$ cat src/design/e2c_pkg.sv
package e2c_pkg;

    // Reciprocals for division by a constant. For every 32-bit x,
    // x / 60 = (x * Recip60) >> 37 and x / 24 = (x * Recip24) >> 36.
    localparam logic [31:0] Recip60 = 32'h88888889;
    localparam logic [31:0] Recip24 = 32'hAAAAAAAB;

    localparam logic [11:0] FirstYear   = 12'd1970;
    localparam logic [6:0]  FirstMod100 = 7'd70;
    localparam logic [8:0]  FirstMod400 = 9'd370;
    localparam logic [8:0]  DaysCommon  = 9'd365;
    localparam logic [7:0]  YearBias    = 8'(2000 % 256);

    localparam logic [3:0] MonJan = 4'd0;
    localparam logic [3:0] MonFeb = 4'd1;
    localparam logic [3:0] MonApr = 4'd3;
    localparam logic [3:0] MonJun = 4'd5;
    localparam logic [3:0] MonSep = 4'd8;
    localparam logic [3:0] MonNov = 4'd10;
    localparam logic [3:0] MonDec = 4'd11;

    typedef enum logic [2:0] {
        S_IDLE,
        S_SEC,
        S_MIN,
        S_HOUR,
        S_DAYS,
        S_YEAR,
        S_MONTH,
        S_DONE
    } t_state;

    // Commands from the controller to the datapath.
    typedef struct packed {
        logic load;
        logic mul_sec;
        logic mul_min;
        logic mul_hour;
        logic end_hour;
        logic year_step;
        logic month_step;
    } t_dp_cmd;

    // Status from the datapath to the controller.
    typedef struct packed {
        logic year_done;
        logic month_done;
    } t_dp_stat;

    // Length of a month, index 0 is January.
    function automatic logic [4:0] month_len(input logic [3:0] mon, input logic leap);
        logic [4:0] len;
        len = 5'd31;
        unique case (mon)
            MonFeb:                         len = leap ? 5'd29 : 5'd28;
            MonApr, MonJun, MonSep, MonNov: len = 5'd30;
            default:                        len = 5'd31;
        endcase
        return len;
    endfunction

endpackage

$ cat src/design/e2c_ctrl.sv
// Sequencer: three reciprocal divisions, the hour and day split, then the
// year walk, then the month walk.
module e2c_ctrl (
    input  logic               i_clk,
    input  logic               i_rst_n,
    input  logic               start,
    input  e2c_pkg::t_dp_stat  i_stat,
    output e2c_pkg::t_dp_cmd   o_cmd,
    output logic               busy,
    output logic               o_valid
);

    e2c_pkg::t_state r_state, n_state;

    always_ff @(posedge i_clk) begin
        if (!i_rst_n) begin
            r_state <= e2c_pkg::S_IDLE;
        end else begin
            r_state <= n_state;
        end
    end

    always_comb begin
        n_state = r_state;
        o_cmd   = '0;
        unique case (r_state)
            e2c_pkg::S_IDLE: begin
                if (start) begin
                    o_cmd.load = 1'b1;
                    n_state    = e2c_pkg::S_SEC;
                end
            end
            e2c_pkg::S_SEC: begin
                o_cmd.mul_sec = 1'b1;
                n_state       = e2c_pkg::S_MIN;
            end
            e2c_pkg::S_MIN: begin
                o_cmd.mul_min = 1'b1;
                n_state       = e2c_pkg::S_HOUR;
            end
            e2c_pkg::S_HOUR: begin
                o_cmd.mul_hour = 1'b1;
                n_state        = e2c_pkg::S_DAYS;
            end
            e2c_pkg::S_DAYS: begin
                o_cmd.end_hour = 1'b1;
                n_state        = e2c_pkg::S_YEAR;
            end
            e2c_pkg::S_YEAR: begin
                if (i_stat.year_done) begin
                    n_state = e2c_pkg::S_MONTH;
                end else begin
                    o_cmd.year_step = 1'b1;
                end
            end
            e2c_pkg::S_MONTH: begin
                if (i_stat.month_done) begin
                    n_state = e2c_pkg::S_DONE;
                end else begin
                    o_cmd.month_step = 1'b1;
                end
            end
            e2c_pkg::S_DONE: begin
                n_state = e2c_pkg::S_IDLE;
            end
            default: begin
                n_state = e2c_pkg::S_IDLE;
            end
        endcase
    end

    assign busy    = (r_state != e2c_pkg::S_IDLE);
    assign o_valid = (r_state == e2c_pkg::S_DONE);

endmodule

$ cat src/design/e2c_dp.sv
// Datapath: a shared reciprocal multiplier for the divisions by 60 and 24,
// and the year and month subtractors with their leap-year counters.
module e2c_dp (
    input  logic              i_clk,
    input  e2c_pkg::t_dp_cmd  i_cmd,
    input  logic [31:0]       i_epoch_seconds,
    output e2c_pkg::t_dp_stat o_stat,
    output logic [5:0]        o_second_of_minute,
    output logic [5:0]        o_minute_of_hour,
    output logic [4:0]        o_hour_of_day,
    output logic [4:0]        o_day_of_month,
    output logic [3:0]        o_month_of_year,
    output logic [11:0]       o_full_year,
    output logic [7:0]        o_year_after_2000
);

    logic [31:0] r_quo;
    logic [31:0] r_div;
    logic [5:0]  r_sec;
    logic [5:0]  r_min;
    logic [4:0]  r_hour;
    logic [15:0] r_days;
    logic [11:0] r_yr;
    logic [6:0]  r_mod100;
    logic [8:0]  r_mod400;
    logic [3:0]  r_mon;

    logic [31:0] recip;
    logic [63:0] prod;
    logic [31:0] quo_next;
    logic [31:0] quo_x60;
    logic [31:0] quo_x24;
    logic [31:0] rem60;
    logic [31:0] rem24;
    logic        leap;
    logic [8:0]  yr_len;
    logic [4:0]  mon_len;

    // The quotient register feeds the multiplier; the previous dividend and
    // the quotient give the remainder in parallel with the next product.
    assign recip    = i_cmd.mul_hour ? e2c_pkg::Recip24 : e2c_pkg::Recip60;
    assign prod     = {32'd0, r_quo} * {32'd0, recip};
    assign quo_next = i_cmd.mul_hour ? {4'd0, prod[63:36]} : {5'd0, prod[63:37]};
    assign quo_x60  = {r_quo[25:0], 6'd0} - {r_quo[29:0], 2'd0};
    assign quo_x24  = {r_quo[27:0], 4'd0} + {r_quo[28:0], 3'd0};
    assign rem60    = r_div - quo_x60;
    assign rem24    = r_div - quo_x24;

    assign leap    = ((r_yr[1:0] == 2'd0) && (r_mod100 != '0)) || (r_mod400 == '0);
    assign yr_len  = e2c_pkg::DaysCommon + {8'd0, leap};
    assign mon_len = e2c_pkg::month_len(r_mon, leap);

    assign o_stat.year_done  = (r_days < {7'd0, yr_len});
    assign o_stat.month_done = (r_mon == e2c_pkg::MonDec) || (r_days < {11'd0, mon_len});

    always_ff @(posedge i_clk) begin
        if (i_cmd.load) begin
            r_quo    <= i_epoch_seconds;
            r_yr     <= e2c_pkg::FirstYear;
            r_mod100 <= e2c_pkg::FirstMod100;
            r_mod400 <= e2c_pkg::FirstMod400;
            r_mon    <= e2c_pkg::MonJan;
        end else if (i_cmd.mul_sec) begin
            r_div <= r_quo;
            r_quo <= quo_next;
        end else if (i_cmd.mul_min) begin
            r_sec <= rem60[5:0];
            r_div <= r_quo;
            r_quo <= quo_next;
        end else if (i_cmd.mul_hour) begin
            r_min <= rem60[5:0];
            r_div <= r_quo;
            r_quo <= quo_next;
        end else if (i_cmd.end_hour) begin
            r_hour <= rem24[4:0];
            r_days <= r_quo[15:0];
        end else if (i_cmd.year_step) begin
            r_days   <= r_days - {7'd0, yr_len};
            r_yr     <= r_yr + 12'd1;
            r_mod100 <= (r_mod100 == 7'd99) ? 7'd0 : r_mod100 + 7'd1;
            r_mod400 <= (r_mod400 == 9'd399) ? 9'd0 : r_mod400 + 9'd1;
        end else if (i_cmd.month_step) begin
            r_days <= r_days - {11'd0, mon_len};
            r_mon  <= r_mon + 4'd1;
        end
    end

    assign o_second_of_minute = r_sec;
    assign o_minute_of_hour   = r_min;
    assign o_hour_of_day      = r_hour;
    assign o_day_of_month     = r_days[4:0] + 5'd1;
    assign o_month_of_year    = r_mon + 4'd1;
    assign o_full_year        = r_yr;
    assign o_year_after_2000  = r_yr[7:0] - e2c_pkg::YearBias;

endmodule

$ cat src/design/epoch_to_calendar_time_core.sv
// Channel   Direction  Transfer condition      Payload
// input     in         start high, busy low    i_epoch_seconds
// result    out        o_valid high            o_second_of_minute .. o_year_after_2000
//
// One conversion is worked at a time; busy stays high from the accepting edge
// until the cycle after the result strobe. The steps are three multiplies on
// the shared reciprocal divider, the hour and day split, a year walk at one
// year per cycle over Y, the number of whole years after 1970 (0..136), and
// a month walk at one month per cycle over M, the number of whole months
// into the year (0..11). The conversion is longest for a date in December 2105.
// Reset is synchronous and active low and returns the controller to idle.
// The receiver cannot stall: each result is shown for exactly one cycle.
module epoch_to_calendar_time_core (
    input  logic        i_clk,
    input  logic        i_rst_n,
    input  logic        start,
    input  logic [31:0] i_epoch_seconds,
    output logic        busy,
    output logic        o_valid,
    output logic [5:0]  o_second_of_minute,
    output logic [5:0]  o_minute_of_hour,
    output logic [4:0]  o_hour_of_day,
    output logic [4:0]  o_day_of_month,
    output logic [3:0]  o_month_of_year,
    output logic [11:0] o_full_year,
    output logic [7:0]  o_year_after_2000
);

    // Command and status bundles between the sequencer and the datapath.
    e2c_pkg::t_dp_cmd  cmd;
    e2c_pkg::t_dp_stat stat;

    // The controller walks the divisions, the year search and the month
    // search, and raises the strobe once the datapath registers are final.
    e2c_ctrl u_ctrl (
        .i_clk   (i_clk),
        .i_rst_n (i_rst_n),
        .start   (start),
        .i_stat  (stat),
        .o_cmd   (cmd),
        .busy    (busy),
        .o_valid (o_valid)
    );

    // The datapath holds the dividend, the remaining day count, the year with
    // its modulo-100 and modulo-400 counters, and the finished fields.
    e2c_dp u_dp (
        .i_clk              (i_clk),
        .i_cmd              (cmd),
        .i_epoch_seconds    (i_epoch_seconds),
        .o_stat             (stat),
        .o_second_of_minute (o_second_of_minute),
        .o_minute_of_hour   (o_minute_of_hour),
        .o_hour_of_day      (o_hour_of_day),
        .o_day_of_month     (o_day_of_month),
        .o_month_of_year    (o_month_of_year),
        .o_full_year        (o_full_year),
        .o_year_after_2000  (o_year_after_2000)
    );

endmodule

$ cat config.mk
export PLATFORM = sky130hd
export DESIGN_NAME = epoch_to_calendar_time_core
export DESIGN_NICKNAME = d
export VERILOG_FILES = /design/src/design/e2c_pkg.sv /design/src/design/e2c_ctrl.sv /design/src/design/e2c_dp.sv /design/src/design/epoch_to_calendar_time_core.sv
export SDC_FILE = /design/constraint.sdc
export NUM_CORES = 1
export LEC_CHECK = 0
export ABC_AREA = 1
export BUFFER_PORTS_ARGS = -buffer_cell sky130_fd_sc_hd__clkbuf_2
export CAP_MARGIN = 30
export CORE_MARGIN = 2
export CORE_UTILIZATION = 65
export CTS_CLUSTER_DIAMETER = 50
export DETAILED_ROUTE_END_ITERATION = 10
export PLACE_DENSITY = 0.88
export SKIP_LAST_GASP = 1
export SYNTH_ARGS = -nofsm -noshare
export SYNTH_HDL_FRONTEND = slang
export SYNTH_HIERARCHICAL = 1
export SYNTH_SLANG_ARGS = --single-unit
$ cat constraint.sdc
create_clock -name i_clk -period 10.5 [get_ports i_clk]
set_input_delay 1.05 -clock i_clk [delete_from_list [all_inputs] [get_ports i_clk]]
set_output_delay 1.05 -clock i_clk [all_outputs]
set_load 0.01 [all_outputs]
==> key figures <==
Global routing
  • Global-route wire length before repair: 123000 um
  • Largest net degree at the start of global routing: 48
  • GR Overflow Total: 0
  • Initial antenna violation count: 0
  • Via count of the first global-routing pass: 22200
  • GRT Util Overall: 40.0%

Synthesis
  • Sequential fraction of the synthesis area: 11.0%
  • FF+latch count, synth: 106
  • Synth Flop Type: edfxtp_1
  • Synthesized Nets: 4158
  • EDFF count, synth: 71
  • Mean Syn Cell Area: 7.73 um^2
  • Synth warn: 6
  • Asr flop ratio synth: 0%
  • Synth Instances: 3345
  • Synth cell types: 53
  • Mapped Area: 25800 um^2

Clocking
  • Post-CTS setup buffer count: 0
  • Clock sink count: 106
  • Worst-Skew Late Latency: 0.41 ns
  • Clock root buffer: clkbuf_16
  • TritonCTS Buffers: 9
  • Reg clk slew, reported paths: 0.08 ns
  • Hold Buf Count CTS: 0
  • H-tree levels: 3
  • Clock Tree Buf Depth: 2
  • Resized cells post-CTS: 0
  • CTS tree: done

Cells and area
  • Fillers: 3274
  • Cell area after layout: 27200 um^2
  • Layout overhead on the synthesized area: 5.21%
  • Layout cells sized above 1: 4.78%
  • Antenna cells: 0
  • Register area: 2830 um^2
  • NumNets Final: 4236
  • Area of the multi-input gates: 19000 um^2

Worst setup path
  • Reg-to-Reg End: u_dp/r_quo[18]
  • CP max stage delay: 0.52 ns
  • Crit end category: flop
  • Critical Path Fanout Max: 34
  • CP endpoint: u_dp/r_quo[18]
  • CP Class: flop to flop
  • Worst Path Required: 10.64 ns
  • Worst Setup SP: u_ctrl/r_state[0]
  • Critical Path Slowest Stage Cell: fa_1
  • Internal reg-to-reg setup slack: 2.37 ns
  • Crit path DAT: 8.27 ns
  • Worst r2r path cells: 32
  • Startpoint types: flop
  • Worst R2R Start: u_ctrl/r_state[0]

Place
  • GP Congestion: 1.11
  • Hpwl dp: 69400 um
  • I/O Buffers: 82
  • Setup Slack @ Placement: 2.60 ns
  • Dpl cell area: 26900 um^2

Die
  • Die X-Extent: 203 um
  • IO Count: 83
  • Initial Util: 65.5%
  • Chip height: 203 um
  • Area of the die: 41400 um^2
  • Core area: 39500 um^2
  • Rows: 73

Detailed routing
  • Via/cell ratio: 5.58
  • DRT Pass-1 Iters: 6
  • Routed len/inst: 20.1 um
  • Vias: 22100
  • Final ANT Viol Nets: 0
  • DRT iter0 DRCs: 2364
  • Routed wire length: 79500 um
  • DRC: 0

STA
  • Min Tclk post-route: 8.13 ns
  • Crit share post-route: 77.5%
  • Fin. max-slew vios: 0
  • Final setup viols: 0
  • Worst-Margin Slew: 0.720 ns
  • PnR worst setup slack: 2.37 ns
  • Final Hold Viols: 0
  • Setup TNS Final: 0 ns
  • Clock skew: 0.0228 ns
  • Slew HR: 52.0%
  • Max frequency: 123 MHz
  • RSZ-0062 raised after global routing: false

Worst hold path
  • Hold crit path type: flop to flop
  • Cell depth of the worst hold path: 2

Run
  • Max_cap viols: 0

Status
  • Status: completed
[worst min path at each step]
stage,start,endpoint,slack [ns]
finish,u_dp/o_full_year[11],u_dp/o_full_year[11],0.47
CTS,u_dp/o_full_year[11],u_dp/o_full_year[11],0.48
global route,u_dp/o_full_year[11],u_dp/o_full_year[11],0.50
global placement,u_dp/r_div[2],u_dp/o_hour_of_day[2],0.44
floorplan,u_dp/r_div[2],u_dp/o_hour_of_day[2],0.43
detailed placement,u_dp/o_full_year[11],u_dp/o_full_year[11],0.46
[Yosys cell counts, types with 4 or more instances]
cell type,count,area share (%)
nor4_1,6,0.15
buf_1,5,0.073
or2_2,7,0.17
a21oi_1,98,1.9
nand2_2,6,0.15
fa_1,391,30
nor2_2,14,0.34
nand3_1,145,2.8
o21bai_1,13,0.38
nand3b_1,12,0.35
nand2_1,709,10
edfxtp_1,71,8.2
xnor2_1,11,0.37
and3_1,4,0.097
dfxtp_1,35,2.7
nand4_1,13,0.31
nor2_1,200,2.9
xor2_1,33,1.1
inv_2,10,0.15
nor3_1,27,0.52
o21ai_1,5,0.097
ha_1,387,19
inv_1,1014,15
o21ai_0,70,1.4
or2_1,5,0.12
buf_4,6,0.17
clkbuf_1,10,0.15
[final cells by class]
class,instances,area share [%]
clock buffers,9,0.828
clock inverters,7,0.290
inverters,1026,14.2
multi-input cells,2187,70.0
flip-flops and latches,106,10.4
well taps,525,2.42
repair buffers,93,1.85
[layout by cell type, fill, tap and decap left out, types with 3 or more instances in the layout]
master / n
inv_1: 1014
nand2_1: 708
fa_1: 391
ha_1: 387
nor2_1: 196
nand3_1: 145
a21oi_1: 98
clkbuf_2: 82
edfxtp_1: 71
o21ai_0: 70
dfxtp_1: 35
xor2_1: 33
nor3_1: 26
nor2_2: 17
nand4_1: 13
o21bai_1: 13
nand3b_1: 12
xnor2_1: 11
inv_2: 10
clkbuf_16: 9
buf_4: 9
nand2_2: 7
or2_2: 7
nor4_1: 6
or2_1: 5
o21ai_1: 5
nor3_2: 4
and3_1: 4
o211ai_1: 3
a21o_1: 3
[worst max-delay path: cells and delay by family, from the launching register on]
kind                       cells  cell delay (ns)
and+or+nand+nor               14             2.33
xor gates and xnor gates       1             0.16
adders and majority gates      8             3.51
DFF                            1             0.51
buffers and inverters          8             1.19
AOI/OAI and AO/OA              1             0.14
[metrics by stage]
| step | utilization [%] | hold WS (ns) | instances |
|---|---|---|---|
| floorplan | - | 0.433 | 3345 |
| global placement | 68.1 | 0.437 | 3935 |
| detailed placement | 68.1 | 0.464 | 3937 |
| CTS | 68.9 | 0.478 | 3953 |
| global route | 68.9 | 0.504 | 3953 |
| finish | 68.9 | 0.474 | 3953 |
[layer usage]
layer	global-route usage (%)	part of all wire, %	up-vias
met3	8.49	10	345
met2	63.0	45	1241
met5	0	0	-
li1	-	-	10100
met4	27.4	8.5	0
met1	49.8	37	10400
[registers in the layout, indices dropped and copies added, names as in the netlist]
register                 cells
u_dp/r_div                   6
u_ctrl/r_state               3
u_dp/r_mod100                7
u_dp/r_mon                   4
u_dp/o_second_of_minute      6
u_dp/o_hour_of_day           5
u_dp/o_minute_of_hour        6
u_dp/o_full_year            12
u_dp/r_quo                  32
u_dp/r_mod400                9
u_dp/r_days                 16
[cell families (layout without fill, tap and decap cells)]
group,Yosys count,in the layout,synth area share [%]
simple gates,1161,1161,18.8
buf+inv,1052,1135,15.5
fa+ha+maj,778,778,49.0
compound gates,202,202,4.19
flops,106,106,11.0
xor+xnor,45,45,1.58
mux,1,1,0.0387
Power is left out: the tool's default activity adds up to more than one toggle a clock period on the data nets, which glitch-free logic cannot reach.
